<file path="src/design/twrm_pkg.sv">
// Package for the three-wire register master: command codes, bus phases,
// configuration and queue entry types shared by all modules of the block.
// Depends on nothing.
package twrm_pkg;

    localparam int BYTE_BITS = 8;
    localparam int WORD_BITS = 2 * BYTE_BITS;
    localparam int BIT_CNT_W = $clog2(WORD_BITS);

    typedef enum logic [1:0] {
        CMD_NONE  = 2'd0,
        CMD_READ  = 2'd1,
        CMD_WRITE = 2'd2,
        CMD_SYNC  = 2'd3
    } t_cmd;

    typedef enum logic [2:0] {
        PH_IDLE = 3'd0,
        PH_OUT  = 3'd1,
        PH_IN   = 3'd2,
        PH_HOLD = 3'd3,
        PH_SYNC = 3'd4
    } t_phase;

    typedef enum logic [1:0] {
        CFG_HALF_BIT = 2'd0,
        CFG_HOLD     = 2'd1,
        CFG_SYNC     = 2'd2,
        CFG_UNUSED   = 2'd3
    } t_cfg_idx;

    typedef struct packed {
        logic [7:0] half_bit_ticks;
        logic [7:0] hold_ticks;
        logic [7:0] sync_ticks;
    } t_cfg;

    // One classified tick as it waits between the front and the engine.
    typedef struct packed {
        t_cmd                 cls;
        logic [WORD_BITS-1:0] tx_word;
        logic                 sdio_in;
    } t_item;

    // Handshake from the front queue to the engine.
    typedef struct packed {
        logic  valid;
        t_item item;
    } t_item_chan;

    typedef struct packed {
        logic                 chip_sel_n;
        logic                 sclk_level;
        logic                 sdio_out;
        logic                 sdio_drive;
        logic                 busy_res;
        logic                 done_res;
        logic [BYTE_BITS-1:0] rd_value;
    } t_result;

    typedef struct packed {
        logic    valid;
        t_result res;
    } t_result_chan;

endpackage

</file>
<file path="src/design/twrm_front.sv">
// Front end of the three-wire register master: accepts input ticks,
// classifies the command and builds the shift word, and queues them.
// Depends on twrm_pkg.
module twrm_front (
    input  logic                          i_clk,
    input  logic                          i_rst_n,
    input  logic                          push,
    output logic                          full,
    input  logic [1:0]                    i_cmd,
    input  logic [7:0]                    i_reg_addr,
    input  logic [7:0]                    i_wr_data,
    input  logic                          i_sdio_in,
    output twrm_pkg::t_item_chan          o_item,
    input  logic                          i_take
);
    import twrm_pkg::*;

    t_item       r_mem [2];
    logic        r_wptr;
    logic        r_rptr;
    logic [1:0]  r_count;
    logic        w_push;
    t_item       w_item;
    t_cmd        w_cls;

    assign full   = (r_count == 2'd2);
    assign w_push = push && !full;

    // A write shifts address then data; a read shifts the address only,
    // with the low byte left zero.
    always_comb begin
        w_cls          = t_cmd'(i_cmd);
        w_item.cls     = w_cls;
        w_item.sdio_in = i_sdio_in;
        w_item.tx_word = {i_reg_addr, (w_cls == CMD_WRITE) ? i_wr_data : 8'h00};
    end

    always_ff @(posedge i_clk) begin
        if (w_push) begin
            r_mem[r_wptr] <= w_item;
        end
    end

    always_ff @(posedge i_clk) begin
        if (!i_rst_n) begin
            r_wptr  <= 1'b0;
            r_rptr  <= 1'b0;
            r_count <= 2'd0;
        end else begin
            if (w_push) begin
                r_wptr <= !r_wptr;
            end
            if (i_take) begin
                r_rptr <= !r_rptr;
            end
            r_count <= r_count + {1'b0, w_push} - {1'b0, i_take};
        end
    end

    assign o_item.valid = (r_count != 2'd0);
    assign o_item.item  = r_mem[r_rptr];

endmodule

</file>
<file path="src/design/twrm_engine.sv">
// Bus engine of the three-wire register master: steps the phase machine
// once per queued tick and produces one result for each.
// Depends on twrm_pkg.
module twrm_engine (
    input  logic                    i_clk,
    input  logic                    i_rst_n,
    input  twrm_pkg::t_cfg          i_cfg,
    input  twrm_pkg::t_item_chan    i_item,
    output logic                    o_take,
    input  logic                    i_res_full,
    output twrm_pkg::t_result_chan  o_res
);
    import twrm_pkg::*;

    t_phase                r_phase, n_phase;
    logic                  r_is_write, n_is_write;
    logic [BIT_CNT_W-1:0]  r_bit_count, n_bit_count;
    logic [7:0]            r_delay, n_delay;
    logic [WORD_BITS-1:0]  r_tx, n_tx;
    logic [BYTE_BITS-1:0]  r_rx, n_rx;
    logic                  r_clk_high, n_clk_high;
    logic [BYTE_BITS-1:0]  r_rd_latch, n_rd_latch;
    logic                  w_done;
    logic [7:0]            w_half_m1;
    logic [7:0]            w_hold_m1;
    logic [7:0]            w_sync_m1;

    // A zero timing register behaves as one tick.
    function automatic logic [7:0] f_ticks_m1(input logic [7:0] v);
        return (v == 8'd0) ? 8'd0 : v - 8'd1;
    endfunction

    assign w_half_m1 = f_ticks_m1(i_cfg.half_bit_ticks);
    assign w_hold_m1 = f_ticks_m1(i_cfg.hold_ticks);
    assign w_sync_m1 = f_ticks_m1(i_cfg.sync_ticks);

    assign o_take = i_item.valid && !i_res_full;

    always_ff @(posedge i_clk) begin
        if (!i_rst_n) begin
            r_phase     <= PH_IDLE;
            r_is_write  <= 1'b0;
            r_bit_count <= '0;
            r_delay     <= 8'd0;
            r_tx        <= '0;
            r_rx        <= '0;
            r_clk_high  <= 1'b0;
            r_rd_latch  <= '0;
        end else if (o_take) begin
            r_phase     <= n_phase;
            r_is_write  <= n_is_write;
            r_bit_count <= n_bit_count;
            r_delay     <= n_delay;
            r_tx        <= n_tx;
            r_rx        <= n_rx;
            r_clk_high  <= n_clk_high;
            r_rd_latch  <= n_rd_latch;
        end
    end

    always_comb begin
        n_phase     = r_phase;
        n_is_write  = r_is_write;
        n_bit_count = r_bit_count;
        n_delay     = r_delay;
        n_tx        = r_tx;
        n_rx        = r_rx;
        n_clk_high  = r_clk_high;
        n_rd_latch  = r_rd_latch;
        w_done      = 1'b0;

        unique case (r_phase)
            PH_IDLE: begin
                case (i_item.item.cls)
                    CMD_READ, CMD_WRITE: begin
                        n_is_write  = (i_item.item.cls == CMD_WRITE);
                        n_tx        = i_item.item.tx_word;
                        n_bit_count = n_is_write ? BIT_CNT_W'(WORD_BITS - 1)
                                                 : BIT_CNT_W'(BYTE_BITS - 1);
                        n_phase     = PH_OUT;
                        n_clk_high  = 1'b0;
                        n_delay     = w_half_m1;
                    end
                    CMD_SYNC: begin
                        n_phase = PH_SYNC;
                        n_delay = w_sync_m1;
                    end
                    default: begin
                    end
                endcase
            end
            PH_OUT, PH_IN: begin
                if (r_delay != 8'd0) begin
                    n_delay = r_delay - 8'd1;
                end else if (!r_clk_high) begin
                    // End of the low half: raise the clock, sample in reads.
                    n_clk_high = 1'b1;
                    n_delay    = w_half_m1;
                    if (r_phase == PH_IN) begin
                        n_rx = {r_rx[BYTE_BITS-2:0], i_item.item.sdio_in};
                    end
                end else if (r_bit_count == '0) begin
                    if (r_phase == PH_OUT && !r_is_write) begin
                        n_phase     = PH_IN;
                        n_bit_count = BIT_CNT_W'(BYTE_BITS - 1);
                        n_rx        = '0;
                        n_clk_high  = 1'b0;
                        n_delay     = w_half_m1;
                    end else begin
                        if (r_phase == PH_IN) begin
                            n_rd_latch = r_rx;
                        end
                        n_phase = PH_HOLD;
                        n_delay = w_hold_m1;
                    end
                end else begin
                    n_bit_count = r_bit_count - BIT_CNT_W'(1);
                    if (r_phase == PH_OUT) begin
                        n_tx = {r_tx[WORD_BITS-2:0], 1'b0};
                    end
                    n_clk_high = 1'b0;
                    n_delay    = w_half_m1;
                end
            end
            PH_HOLD, PH_SYNC: begin
                if (r_delay != 8'd0) begin
                    n_delay = r_delay - 8'd1;
                end else begin
                    n_phase = PH_IDLE;
                    w_done  = 1'b1;
                end
            end
            default: begin
                n_phase = PH_IDLE;
            end
        endcase
    end

    // The result shows pin levels after this tick's update.
    always_comb begin
        o_res.valid          = o_take;
        o_res.res.chip_sel_n = (n_phase == PH_IDLE);
        o_res.res.sclk_level = n_clk_high;
        o_res.res.sdio_drive = (n_phase == PH_OUT);
        o_res.res.sdio_out   = (n_phase == PH_OUT) && n_tx[WORD_BITS-1];
        o_res.res.busy_res   = (n_phase != PH_IDLE);
        o_res.res.done_res   = w_done;
        o_res.res.rd_value   = n_rd_latch;
    end

endmodule

</file>
<file path="src/design/twrm_res_queue.sv">
// Result queue of the three-wire register master: a two-entry queue that
// parts the engine from the result reader.
// Depends on twrm_pkg.
module twrm_res_queue (
    input  logic                    i_clk,
    input  logic                    i_rst_n,
    input  twrm_pkg::t_result_chan  i_res,
    output logic                    o_full,
    output logic                    empty,
    input  logic                    pop,
    output twrm_pkg::t_result       o_res
);
    import twrm_pkg::*;

    t_result     r_mem [2];
    logic        r_wptr;
    logic        r_rptr;
    logic [1:0]  r_count;
    logic        w_pop;

    assign o_full = (r_count == 2'd2);
    assign empty  = (r_count == 2'd0);
    assign w_pop  = pop && !empty;
    assign o_res  = r_mem[r_rptr];

    always_ff @(posedge i_clk) begin
        if (i_res.valid) begin
            r_mem[r_wptr] <= i_res.res;
        end
    end

    always_ff @(posedge i_clk) begin
        if (!i_rst_n) begin
            r_wptr  <= 1'b0;
            r_rptr  <= 1'b0;
            r_count <= 2'd0;
        end else begin
            if (i_res.valid) begin
                r_wptr <= !r_wptr;
            end
            if (w_pop) begin
                r_rptr <= !r_rptr;
            end
            r_count <= r_count + {1'b0, i_res.valid} - {1'b0, w_pop};
        end
    end

endmodule

</file>
<file path="src/design/three_wire_register_master.sv">
// Top level of the three-wire register master: configuration registers and
// the front queue, bus engine and result queue. Depends on twrm_pkg,
// twrm_front, twrm_engine and twrm_res_queue.
//
// Each input transfer is one tick of bus time: a command (none, read, write,
// resync), the address and write data, and the level seen on the data line.
// A tick is pushed while full is low. The engine steps its phase machine
// once per tick and yields exactly one result: the chip select, clock and
// data pin levels, busy and done flags, and the last byte read.
// Results leave through a two-entry queue: the oldest is on the result ports
// while empty is low and is removed by pop.
// A transferred tick waits in the front queue, is stepped by the engine when
// the result queue has room, and its result is registered into the result
// queue, from which it shows on the result ports. Throughput is one tick per
// cycle, set by the single engine step per cycle, as long as pop keeps up.
// When the reader stalls, the result queue fills, the engine holds, and
// then the front queue fills and raises full; nothing is lost.
// The configuration channel is always ready; index 0 is half_bit_ticks,
// 1 hold_ticks, 2 sync_ticks, and index 3 is ignored. Write it only idle.
// Synchronous reset empties both queues, puts the engine in idle with the
// clock low and restores the default timing (2, 20, 1).
module three_wire_register_master (
    input  logic              i_clk,
    input  logic              i_rst_n,
    input  logic              push,
    output logic              full,
    input  logic [1:0]        i_cmd,
    input  logic [7:0]        i_reg_addr,
    input  logic [7:0]        i_wr_data,
    input  logic              i_sdio_in,
    output logic              empty,
    input  logic              pop,
    output logic              o_chip_sel_n,
    output logic              o_sclk_level,
    output logic              o_sdio_out,
    output logic              o_sdio_drive,
    output logic              o_busy_res,
    output logic              o_done_res,
    output logic signed [7:0] o_rd_value,
    input  logic              i_cfg_valid,
    output logic              o_cfg_ready,
    input  logic [1:0]        i_cfg_index,
    input  logic [7:0]        i_cfg_data
);
    import twrm_pkg::*;

    t_cfg          r_cfg;
    t_item_chan    w_item;
    logic          w_take;
    logic          w_res_full;
    t_result_chan  w_res_in;
    t_result       w_res_out;

    // Timing registers are plain flops; the engine reads them every tick.
    assign o_cfg_ready = 1'b1;

    always_ff @(posedge i_clk) begin
        if (!i_rst_n) begin
            r_cfg.half_bit_ticks <= 8'd2;
            r_cfg.hold_ticks     <= 8'd20;
            r_cfg.sync_ticks     <= 8'd1;
        end else if (i_cfg_valid && o_cfg_ready) begin
            unique case (t_cfg_idx'(i_cfg_index))
                CFG_HALF_BIT: r_cfg.half_bit_ticks <= i_cfg_data;
                CFG_HOLD:     r_cfg.hold_ticks     <= i_cfg_data;
                CFG_SYNC:     r_cfg.sync_ticks     <= i_cfg_data;
                default: begin
                end
            endcase
        end
    end

    // The front classifies each tick and queues it for the engine.
    twrm_front u_front (
        .i_clk      (i_clk),
        .i_rst_n    (i_rst_n),
        .push       (push),
        .full       (full),
        .i_cmd      (i_cmd),
        .i_reg_addr (i_reg_addr),
        .i_wr_data  (i_wr_data),
        .i_sdio_in  (i_sdio_in),
        .o_item     (w_item),
        .i_take     (w_take)
    );

    // The engine takes one tick per cycle when the result queue has room.
    twrm_engine u_engine (
        .i_clk      (i_clk),
        .i_rst_n    (i_rst_n),
        .i_cfg      (r_cfg),
        .i_item     (w_item),
        .o_take     (w_take),
        .i_res_full (w_res_full),
        .o_res      (w_res_in)
    );

    twrm_res_queue u_res_queue (
        .i_clk   (i_clk),
        .i_rst_n (i_rst_n),
        .i_res   (w_res_in),
        .o_full  (w_res_full),
        .empty   (empty),
        .pop     (pop),
        .o_res   (w_res_out)
    );

    assign o_chip_sel_n = w_res_out.chip_sel_n;
    assign o_sclk_level = w_res_out.sclk_level;
    assign o_sdio_out   = w_res_out.sdio_out;
    assign o_sdio_drive = w_res_out.sdio_drive;
    assign o_busy_res   = w_res_out.busy_res;
    assign o_done_res   = w_res_out.done_res;
    assign o_rd_value   = signed'(w_res_out.rd_value);

`ifndef ASSERT_OFF
    // The master drives the data line only while it holds chip select low.
    a_drive_in_frame: assert property (@(posedge i_clk) disable iff (!i_rst_n)
        !empty && o_sdio_drive |-> !o_chip_sel_n)
        else $error("data line driven with chip select high");

    // A finishing tick releases chip select and clears busy.
    a_done_ends_frame: assert property (@(posedge i_clk) disable iff (!i_rst_n)
        !empty && o_done_res |-> o_chip_sel_n && !o_busy_res)
        else $error("done shown while still busy");

    // Busy and chip select always agree on a result.
    a_busy_matches_cs: assert property (@(posedge i_clk) disable iff (!i_rst_n)
        !empty |-> (o_busy_res != o_chip_sel_n))
        else $error("busy and chip select disagree");

    // Reset leaves both queues empty.
    a_reset_empties: assert property (@(posedge i_clk)
        !i_rst_n |=> empty && !full)
        else $error("queues not empty after reset");
`endif

endmodule
</file>
<file path="config.mk">
export PLATFORM = sky130hd
export DESIGN_NAME = three_wire_register_master
export DESIGN_NICKNAME = d
export VERILOG_FILES = /design/src/design/twrm_pkg.sv /design/src/design/twrm_front.sv /design/src/design/twrm_engine.sv /design/src/design/twrm_res_queue.sv /design/src/design/three_wire_register_master.sv
export SDC_FILE = /design/constraint.sdc
export NUM_CORES = 1
export LEC_CHECK = 0
export BUFFER_PORTS_ARGS = -buffer_cell sky130_fd_sc_hd__buf_2
export CAP_MARGIN = 15
export CORE_ASPECT_RATIO = 2
export CORE_MARGIN = 5
export CORE_UTILIZATION = 45
export DETAILED_ROUTE_END_ITERATION = 7
export GPL_ROUTABILITY_DRIVEN = 0
export PLACE_DENSITY_LB_ADDON = 0.08
export SLEW_MARGIN = 20
export SYNTH_ARGS = -nofsm -noshare
export SYNTH_HDL_FRONTEND = slang
export SYNTH_SLANG_ARGS = --single-unit
</file>
<file path="constraint.sdc">
create_clock -name i_clk -period 7.74 [get_ports i_clk]
set_clock_uncertainty 0.05 [all_clocks]
set_input_delay 0.774 -clock i_clk [delete_from_list [all_inputs] [get_ports i_clk]]
set_output_delay 0.774 -clock i_clk [all_outputs]
set_load 0.005 [all_outputs]
</file>
# After elaboration in Yosys (flattened, before gate mapping)
# Memory sizes are Yosys's and may differ from the RTL's. A register that Yosys moved wholly into a read port is not among the register bits.
# Index checks and enable logic that the tools add are counted.
[classes]
addsub = 9
n_eq_ne = 23
n_mux = 57
bitwise_logic = 1
reduce_logical = 38
[op_table]
columns = ["operator", "count"]
rows = [
  ["$mux W8", 19],
  ["$mux W16", 5],
  ["$pmux W16 S2", 1],
  ["$sub A8 B1 Y8 const B", 4],
  ["$logic_not A8 Y1", 3],
  ["$mux W4", 6],
  ["$pmux W8 S3", 1],
  ["$mux W1", 16],
  ["$pmux W8 S2", 1],
  ["$eq A2 B2 Y1 const B", 6],
  ["$mux W3", 4],
  ["$reduce_and A6 Y1", 2],
  ["$ne A2 B2 Y1 const B", 5],
  ["$pmux W3 S3", 1],
  ["$logic_not A1 Y1", 8],
  ["$pmux W4 S2", 1],
  ["$reduce_bool A8 Y1", 1],
  ["$reduce_and A7 Y1", 1],
  ["$eq A3 B1 Y1 const B", 2],
  ["$eq A3 B2 Y1 const B", 2],
  ["$logic_not A3 Y1", 2],
  ["$ne A2 B1 Y1 const B", 3],
  ["$ne A3 B3 Y1 const B", 2],
  ["$pmux W3 S2", 1],
  ["other kinds (16)", 31],
]
[totals]
ff_bits = 81
ramBits = 66
in_bits = 34
output_inout_bits = 17
word_cells = 148
mem_count = 2
[memory_table]
columns = ["memory", "words", "word_bits", "read_ports", "rd_clocked_by_memory_dff", "write_ports", "line_no", "text"]
rows = [
  ["u_front.r_mem", 2, 19, 1, 1, 1, "twrm_front.sv:18", "t_item r_mem [2];"],
  ["u_res_queue.r_mem", 2, 14, 1, 1, 1, "twrm_res_queue.sv:15", "t_result r_mem [2];"],
]

# Depth between registers and ports, before layout
[logic_depth]
word_depth = 9
depth_mapped = 11
depth_no_buf = 9

# Cells and area by module
# A second synthesis with hierarchy kept.
[hier_totals]
cells_unflattened = 696
hier_area_um2 = 7521.0
[modules_own_cells]
columns = ["module", "instances", "cells_each", "area_per_inst_um2", "seq_area_each_um2"]
rows = [
  ["twrm_engine", 1, 441, 3577.2, 980.9],
  ["twrm_front", 1, 94, 1709.1, 1241.2],
  ["twrm_res_queue", 1, 66, 1290.0, 940.9],
  ["three_wire_register_master", 1, 95, 944.7, 480.5],
]

# Worst setup path before layout
# No wires, ideal clock.
[synth_timing]
path_kind = "reg-to-reg"
startpoint = "reg with a tool-made name"
endpoint = "mem u_res_queue.r_mem[0][9] (netlist bit) (data pin)"
setup_time_ps = 270
arrival_time_ps = 2504
required_time_ps = 7420
path_slack_ps = 4916
stages_incl_launch_ff = 9
path_buffers = 2
period_less_slack_ps = 2824
path_cell_list = "dfxtp_1 > buf_2 > buf_1 > mux2i_1 > ha_1 > nand2_1 > nor2_1 > a211o_1 > or3_1"
[synth_rtl]
columns = ["item", "line_no"]
rows = [
  ["end: declaration", "twrm_res_queue.sv:15"],
]

==> run_results.csv <==
group,metric,value,unit
synth,ys_ff_latch,149,
clocking,cts-root-buf,"clkbuf_16",
synth,syn-cell-area,7170,um2
clocking,cts.sinks,149,
grt,grt_first_pass_wirelength,26900,um
drt,dr.first_iter.drc_count,223,
clocking,clockBufferDepth,2,
drt,viasPerCell,5.55,
placed_design,placed_area,7540,um2
outcome,status,"finished clean",
synth,synthMuxAreaShare,0.102,
power_and_ir_drop,vdd_drop_max,222,uV
timing,finalSetupViolCount,0,
timing,worst-slew-pin-transition,0.902,ns
drt,num_vias,5236,
worst_setup_path,critPathMaxFanout,19,
grt,grt_antenna_before_repair,0,
clocking,clkTransAtPathRegs,0.07,ns
timing,fmax,342,MHz
grt,grt_start_max_net_pins,68,
timing,holdWs,0.397,ns
cells_and_area,fin_area,8140,um2
synth,synth_xor_area_frac,0.0318,
grt,overflow,0,
synth,ys_top_cells_by_count,"100 x nor2_1, 83 x dfxtp_1, 66 x edfxtp_1",
cells_and_area,fin_nets,778,
grt,grt_pass1_vias,5343,
worst_setup_path,cp.arrival,3.05,ns
clocking,cts_setup_buffers,0,
timing,hold_violations,0,
worst_setup_path,start_kind,"register",
synth,synth_fp_nets,736,
cells_and_area,final_cells,943,
worst_setup_path,critical_path_class,"reg -> reg",
clocking,hold_buffers,0,
synth,synth-simple-area-share,0.160,
floorplanning,die_w,99.2,um
placed_design,placedCellCount,911,
clocking,tritoncts,"yes",
grt,grt_use_total,0.182,
synth,synth_top_family_by_area,"simple AND/OR/NAND/NOR gates",
timing,slew_violations,0,
cells_and_area,diodes,0,
synth,yosysSeqAreaShare,0.508,
timing,finalCritPeriodShare,0.377,
floorplanning,initial_core_util,0.457,
synth,syn_avg_cell_area,10.4,um2
cells_and_area,syn_to_final_growth,13.6,%
placed_design,dpl.hpwl,12300,um
synth,synthArstFlopShare,0,
floorplanning,die-height,188,um
job,drv_cap,0,
worst_setup_path,critPathCaptureType,"register",
synth,synth_fa_ha_area_frac,0.0262,
synth,synth.most_common_cell,"nor2_1",
cells_and_area,drive_above_1_share,0.185,
drt,post-route-drc-count,0,
synth,synth_edf_count,66,
floorplanning,design.core.area,15700,um2
synth,ys_top_cells_by_area,"edfxtp_1 28%, dfxtp_1 23%, mux2i_1 6.4%",
drt,drtPass1Iterations,5,
drt,totalWireLength,16700,um
timing,finalSetupTns,0,ns
cells_and_area,regArea,3640,um2
timing,rsz0062_at_grt,"false",
synth,synth_compound_area_frac,0.133,
drt,wl_per_cell,17.7,um
timing,min_period,2.92,ns
floorplanning,io_pins,51,
synth,yosysUniqueCellTypes,67,
cells_and_area,multi_input_area,3250,um2
floorplanning,dieArea,18700,um2
clocking,cts_resized,0,
power_and_ir_drop,power_density,392,nW/um2
power_and_ir_drop,p_leak,3.07,nW
synth,yosysTopAreaCell,"edfxtp_1",
clocking,cts_made_buffers,17,
placed_design,portBuffers,49,
drt,antenna_left,0,
placed_design,dp_slack,4.82,ns
floorplanning,floorplan.rows,65,
synth,synth_top_area_share,0.276,
clocking,htree_levels,4,
timing,worst_slack,4.82,ns
clocking,clock_latency,0.43,ns
hold_path,hold_class,"reg -> reg",
synth,synth_top_flop_cell,"dfxtp_1",
synth,yosys_warnings,0,
cells_and_area,n_fill_cell,1415,
worst_setup_path,worst_ep_required_time,7.87,ns
timing,slew_headroom,0.399,
synth,netlist_instances,687,
## sequential cells by signal, summed over array words and instances (netlist names), 2 cells and up, named ones only
signal / flops
r_cfg: 24
u_engine.r_bit_count: 4
u_engine.r_delay: 8
u_engine.r_phase: 3
u_engine.r_rd_latch: 8
u_engine.r_rx: 8
u_engine.r_tx: 16
u_front.r_count: 2
u_front.r_mem: 38
u_res_queue.r_count: 2
u_res_queue.r_mem: 28
## path summary, 6_finish.rpt
check                             to                   start  depth (start not counted)  slack [ns]
max          u_res_queue.r_mem[1][9]                register                          7        4.82
min           u_engine.r_rd_latch[1]  u_engine.r_rd_latch[1]                          2        0.40
max reg2reg  u_res_queue.r_mem[1][9]                register                          7        4.82
min reg2reg   u_engine.r_rd_latch[1]  u_engine.r_rd_latch[1]                          2        0.40
## where the power goes
part           leakage [nW]  switching (W)  internal, W
Clock                 0.284       0.000345     0.000510
Combinational          1.49       0.000752     0.000457
Sequential             1.30       0.000103      0.00102
## routing by layer
metal,global-route usage,part of all wire,vias up
met1,0.181,0.37,2517
met3,0.0311,0.032,38
met2,0.352,0.57,119
met4,0.0910,0.032,0
met5,0,0,-
li1,-,-,2562
## cell usage in the layout (no fill, tap or decap), types with 3 or more instances in the layout
cell	n
a21oi_1	43
nor2_1	100
inv_6	3
ha_1	15
nand2b_1	3
or3_1	4
mux2_2	24
a22oi_1	10
inv_1	25
a211oi_1	5
buf_2	49
dfxtp_1	83
o221ai_1	3
o21ai_0	18
nand3b_1	3
a211oi_2	15
nand4_1	3
nand2_1	52
edfxtp_1	66
bufinv_16	3
clkinvlp_4	4
buf_4	6
a32o_1	4
xnor2_1	18
nor4_1	4
nor2b_1	4
a31oi_1	3
nand3_1	7
xor2_1	8
nor3_1	11
nor3b_1	8
o22a_1	3
clkinv_4	3
and2_1	15
o22ai_1	9
mux2i_1	46
and3_1	4
clkbuf_16	17
## logic make-up after synthesis
kind of cell | Yosys count
adder cells (fa/ha/maj) | 15
multiplexers | 70
other | 1
XOR/XNOR | 26
AO/OA/AOI/OAI | 134
flip-flops | 149
buffers and inverters | 58
AND/OR/NAND/NOR | 234
## worst max-delay path: stages, from the launching register on
cell	delay [ns]
dfxtp_1	0.32
buf_4	0.30
mux2i_1	0.35
ha_1	0.32
nand2_1	0.46
nor2_1	0.14
a211o_1	0.31
or3_1	0.39
## through the flow
| stage | power, W | utilization |
|---|---|---|
| floorplan | 0.00206 | - |
| global placement | 0.00231 | 0.480 |
| detailed placement | 0.00234 | 0.480 |
| CTS | 0.00321 | 0.519 |
| global route | 0.00337 | 0.519 |
| finish | 0.00319 | 0.519 |
## cell type report
class / instances / area share
clock buffer: 18 / 0.0527
clock inverter: 14 / 0.0218
inverter: 26 / 0.0120
multi-input combinational: 480 / 0.400
sequential: 149 / 0.447
tap: 201 / 0.0309
timing repair buffer: 55 / 0.0356
Power figures use the tool's default switching activity.
